**src/rtl/ac_pkg.sv**
```systemverilog
// Shared types, constants and fixed-point helpers for the admittance controller.
// Used by ac_mul and admittance_controller; depends on nothing else.
`timescale 1ns / 1ps
`default_nettype none

package ac_pkg;

	// Field widths of the streams and the registers.
	localparam int TORQUE_W = 24;
	localparam int TIME_W   = 20;
	localparam int DT_W     = 17;
	localparam int GAIN_W   = 24;
	localparam int LIMIT_W  = 23;
	localparam int ALPHA_W  = 17;
	localparam int IMASS_W  = 32;
	localparam int ACCEL_W  = 32;
	localparam int CFG_W    = 32;
	localparam int IDX_W    = 3;
	localparam int IN_TDATA_W  = 48;
	localparam int OUT_TDATA_W = 24;

	// Shared multiplier: signed A_W x signed B_W into PROD_W bits.
	localparam int A_W    = 33;
	localparam int B_W    = 25;
	localparam int PROD_W = A_W + B_W;
	localparam int ACC_W  = 42;

	// Fixed constants of the control law.
	localparam int TORQUE_BIAS    = 0;
	localparam int NOMINAL_PERIOD = 5243;
	localparam int DT_MAX         = 104858;
	localparam int ALPHA_ONE      = 65536;

	// Register indexes on the configuration port.
	localparam logic [IDX_W-1:0] REG_INVERSE_MASS  = 3'd0;
	localparam logic [IDX_W-1:0] REG_DAMPING       = 3'd1;
	localparam logic [IDX_W-1:0] REG_STIFFNESS     = 3'd2;
	localparam logic [IDX_W-1:0] REG_DISP_LIMIT    = 3'd3;
	localparam logic [IDX_W-1:0] REG_VEL_LIMIT     = 3'd4;
	localparam logic [IDX_W-1:0] REG_DEADBAND      = 3'd5;
	localparam logic [IDX_W-1:0] REG_ALPHA         = 3'd6;
	localparam logic [IDX_W-1:0] REG_NEUTRAL       = 3'd7;

	// Register reset values.
	localparam logic [IMASS_W-1:0]  RST_INVERSE_MASS = 32'd1310720;
	localparam logic [GAIN_W-1:0]   RST_DAMPING      = 24'd26214;
	localparam logic [GAIN_W-1:0]   RST_STIFFNESS    = 24'd98304;
	localparam logic [LIMIT_W-1:0]  RST_DISP_LIMIT   = 23'd39322;
	localparam logic [LIMIT_W-1:0]  RST_VEL_LIMIT    = 23'd262144;
	localparam logic [LIMIT_W-1:0]  RST_DEADBAND     = 23'd1311;
	localparam logic [ALPHA_W-1:0]  RST_ALPHA        = 17'd65536;

	// Saturation bounds at product width.
	localparam logic signed [PROD_W-1:0] S24_MAX_W = PROD_W'(8388607);
	localparam logic signed [PROD_W-1:0] S24_MIN_W = -PROD_W'(8388608);
	localparam logic signed [PROD_W-1:0] S32_MAX_W = PROD_W'(2147483647);
	localparam logic signed [PROD_W-1:0] S32_MIN_W = -S32_MAX_W - PROD_W'(1);
	localparam logic signed [PROD_W-1:0] HALF16_W  = PROD_W'(32768);
	localparam logic signed [PROD_W-1:0] HALF20_W  = PROD_W'(524288);

	// Sequencer states: idle, one per multiply issue or result step, and the output load.
	typedef enum logic [3:0] {
		ST_IDLE,
		ST_F1,
		ST_F2,
		ST_FS,
		ST_D,
		ST_K,
		ST_KS,
		ST_M,
		ST_MS,
		ST_V,
		ST_VS,
		ST_X,
		ST_XS,
		ST_OUT
	} state_t;

	// Operands handed to the shared multiplier.
	typedef struct packed {
		logic signed [A_W-1:0] a;
		logic signed [B_W-1:0] b;
	} mul_op_t;

	// Rescale by 2^-16 with rounding half up.
	function automatic logic signed [PROD_W-1:0] rsh16(input logic signed [PROD_W-1:0] v);
		logic signed [PROD_W-1:0] t;
		t = v + HALF16_W;
		return t >>> 16;
	endfunction

	// Rescale by 2^-20 with rounding half up.
	function automatic logic signed [PROD_W-1:0] rsh20(input logic signed [PROD_W-1:0] v);
		logic signed [PROD_W-1:0] t;
		t = v + HALF20_W;
		return t >>> 20;
	endfunction

	// Saturate to 24 bit signed.
	function automatic logic signed [23:0] sat24(input logic signed [PROD_W-1:0] v);
		logic signed [PROD_W-1:0] t;
		t = v;
		if (t > S24_MAX_W)
			t = S24_MAX_W;
		else if (t < S24_MIN_W)
			t = S24_MIN_W;
		return t[23:0];
	endfunction

	// Saturate to 32 bit signed.
	function automatic logic signed [31:0] sat32(input logic signed [PROD_W-1:0] v);
		logic signed [PROD_W-1:0] t;
		t = v;
		if (t > S32_MAX_W)
			t = S32_MAX_W;
		else if (t < S32_MIN_W)
			t = S32_MIN_W;
		return t[31:0];
	endfunction

	// Symmetric clamp to +-lim; a zero limit leaves the value alone.
	function automatic logic signed [23:0] clamp24(input logic signed [23:0] v,
			input logic [LIMIT_W-1:0] lim);
		logic signed [23:0] l;
		logic signed [23:0] r;
		l = $signed({1'b0, lim});
		r = v;
		if (lim != '0) begin
			if (v > l)
				r = l;
			else if (v < -l)
				r = -l;
		end
		return r;
	endfunction

endpackage

`default_nettype wire

```
**src/rtl/ac_mul.sv**
```systemverilog
// Shared signed multiplier of the admittance controller with a registered product.
// Depends on ac_pkg for operand and product widths.
`timescale 1ns / 1ps
`default_nettype none

module ac_mul (
	input  wire logic                           clk,
	input  wire ac_pkg::mul_op_t                op,
	output logic signed [ac_pkg::PROD_W-1:0]    prod_q
);
	import ac_pkg::*;

	// One product per cycle; the sequencer picks it up on the next cycle.
	always_ff @(posedge clk) begin
		prod_q <= PROD_W'(op.a) * PROD_W'(op.b);
	end

endmodule

`default_nettype wire

```
**config.mk**
```make
export PLATFORM = sky130hd
export DESIGN_NAME = ac_mul
export DESIGN_NICKNAME = d
export VERILOG_FILES = /design/src/rtl/ac_pkg.sv /design/src/rtl/ac_mul.sv
export SDC_FILE = /design/constraint.sdc
export NUM_CORES = 2
export LEC_CHECK = 0
export BUFFER_PORTS_ARGS = -buffer_cell sky130_fd_sc_hd__buf_2
export CORE_ASPECT_RATIO = 1.25
export CORE_MARGIN = 2
export CORE_UTILIZATION = 40
export CTS_CLUSTER_DIAMETER = 200
export DETAILED_ROUTE_END_ITERATION = 8
export GPL_ROUTABILITY_DRIVEN = 0
export PLACE_DENSITY = 0.7
export SETUP_SLACK_MARGIN = 0.5
export SLEW_MARGIN = 10
export SYNTH_ARGS = -nofsm -noshare
export SYNTH_HDL_FRONTEND = slang
export SYNTH_SLANG_ARGS = --single-unit
```
**constraint.sdc**
```tcl
create_clock -name clk -period 7.1 [get_ports clk]
set_clock_uncertainty 0.15 [all_clocks]
set_input_delay 0.355 -clock clk [delete_from_list [all_inputs] [get_ports clk]]
set_output_delay 0.355 -clock clk [all_outputs]
set_load 0.01 [all_outputs]
```
==> summary.md <==
| Metric | Value |
|---|---|
| Syn Inst Count | about 3.2k |
| Final ANT Viol Nets | 0 |
| Final wirelength | 81000 um |
| RSZ-0062 raised after global routing | false |
| Max-cap violations | 0 |
| Nets | 4445 |
| Drt pass-1 iters | 5 |
| Inst Count DP | ~4.3k |
| Crit path DAT | roughly 6.5 ns |
| GRT Total Usage | roughly a fifth |
| Syn Area/Cell | roughly 9.4 um2 |
| Post-Route Setup TNS | 0 ns |
| Critical path class | in2reg |
| Hold Path Stages | 2 |
| HPWL Detailed | 69700 um |
| Vias in the first global route | ~24k |
| DR WL/cell | approximately 19 um |
| Clock Pin Slew Worst Setup and Hold Paths | roughly 0.06 ns |
| Crit path max fanout | 14 |
| Max Freq | 155 MHz |
| Cell taking the most area after synthesis | fa_1 |
| Die ar. | ~0.078 mm2 |
| Final setup viols | 0 |
| # IOs | approximately 120 |
| Chip height | 311 um |
| Rel. slew slack | roughly 61% |
| Post-synth cell types | 60 |
| Top flop regs | prod_q (58) |
| Final Non-Filler Cells | roughly 4.4k |
| Outcome | complete, no violations |
| Worst min-delay path category | in2reg |
| Worst hold endpoint | prod_q[0] |
| Largest net degree at the start of global routing | 34 |
| DR vias | 22.1k |
| Synth top area share | 55.8% |
| Worst setup SP type | input pin |
| H-tree levels | 3 |
| Antenna violations before repair | 4 |
| Number of flip-flops in the largest register | 58 |
| Total CTS buffers | 9 |
| Max Slew Vio Count | 0 |
| Most flop-heavy register | prod_q |
| Crit. End Element | flop |
| Sequential cell area fraction in the yosys report | under 10% |
| Commonest non-fill, non-tap cell in the layout | fa_1 |
| Top FF cell, synth | dfxtp_1 |
| DR vias/cell | just over 5 |
| Clk sinks | 58 |
| Drt drc | 0 |
| Syn-to-layout area delta | 13.1% |
| Async SR Flop Fraction | 0% |
| First-pass GRT wire length | ~130000 um |
| Filler cells | approximately 7k |
| Worst-Margin Slew | roughly 0.6 ns |
| Final min period | ~6.5 ns |
| IO buf count | around 120 |
| Worst Path Required | 7.18 ns |
| Post-Syn Nets | about 4.3k |
| Fin Hold WS | roughly 0.47 ns |
| Register bit count reported by yosys | between 50 and 60 |
| Share of layout cells above drive strength 1 | between 10% and 20% |
| Post-synthesis cell area | slightly above 0.03 mm2 |
| Chip width | around 250 um |
| Main area contributors after synthesis | fa_1 56%, inv_1 9.8%, and2_1 8.5%, ha_1 6.5%, nand2_1 5.2% |
| Clock Path Buffers | 2 |
| Grt ovf | 0 |
| TritonCTS clock tree | built |
| Most frequent cells in the layout | 816 x fa_1, 780 x inv_1, 414 x nand2_1 |
| Launch point of the worst hold path | op[0] |
| Initial Util | about 40% |
| Ys Warns | 0 |
| Hold_buf cts | 0 |
| CTS Root Cell | clkbuf_16 |
| Final hold vios | 0 |
| # rows | approximately 110 |
| N_diodes | 0 |
| Core area | 0.0747 mm2 |
| Final period utilization | 90.9% |
| Initial DRC Count | between 1k and 1.5k |
| Post-synth EDFFs | 0 |
-- metal layers --
| metal | routed length (um) | up-vias | global-route usage [%] |
|---|---|---|---|
| met5 | 13 | - | 0 |
| li1 | - | 9569 | - |
| met3 | 3430 | 265 | 2.19 |
| met4 | 5520 | 2 | 12.0 |
| met2 | 44800 | 709 | 40.5 |
| met1 | 27200 | 11534 | 22.6 |
-- through the flow --
stage	setup slack, ns	cell area [um2]	util (%)
after global routing	0.465	34200	45.7
after detailed placement	-0.164	32900	44.1
final	0.645	34200	45.7
after CTS	0.504	33300	44.6
after floorplan	0.504	30200	-
after global placement	-0.00924	32900	44.1
-- worst max-delay path: stages --
cell and delay, ns:
buf_4 0.18, buf_4 0.17, and2_1 0.17, fa_1 0.53
inv_1 0.09, fa_1 0.49, inv_1 0.05, fa_1 0.48
fa_1 0.57, fa_1 0.42, fa_1 0.51, inv_1 0.07
fa_1 0.48, inv_1 0.04, ha_1 0.30, a21o_1 0.20
a21o_2 0.22, a221oi_2 0.29, o21a_4 0.21, o21ai_4 0.10
a31oi_4 0.29, o21ai_1 0.15, xor2_1 0.15
-- how the worst max path moves through the flow --
stage	startpoint	to	cells after the start
2_1_floorplan	op[57]	prod_q[55]	25
3_3_place_gp	op[10]	prod_q[57]	23
3_5_place_dp	op[10]	prod_q[57]	23
4_1_cts	op[39]	prod_q[55]	22
5_1_grt	op[11]	prod_q[45]	24
6_report	op[38]	prod_q[56]	23
-- logic make-up after synthesis --
group	after synthesis	share of synthesized area [%]
fa+ha+maj	999	62.3
simple gates	954	15.8
buf+inv	944	11.9
compound gates	194	4.42
xor+xnor	59	1.71
flops	58	3.84
-- cell usage after synthesis, types with 28 or more instances --
| cell | count |
|---|---|
| fa_1 | 842 |
| ha_1 | 157 |
| nor2_1 | 57 |
| a21oi_1 | 51 |
| dfxtp_1 | 58 |
| nand2_1 | 416 |
| inv_1 | 785 |
| and2_1 | 409 |
| a21o_1 | 34 |
| o21ai_0 | 28 |
| clkbuf_1 | 148 |
| xnor2_1 | 44 |
-- timing repair --
action	CTS	global route
buffers inserted	1	13
gates resized for setup	28	182
setup endpoints to repair	15	25
cloned	0	4
pin swaps	2	57
-- layout make-up --
class                      instances  area, um2  area share [%]
multi-input combinational       2206      25800            75.6
inverter                         786       2950            8.65
timing repair buffer             326       2670            7.81
tap                              969       1210            3.55
sequential                        58       1160            3.40
clock buffer                      12        267           0.780
clock inverter                     2       60.1           0.176
Power is left out: the tool's default activity adds up to more than one toggle a clock period on the data nets, which glitch-free logic cannot reach.
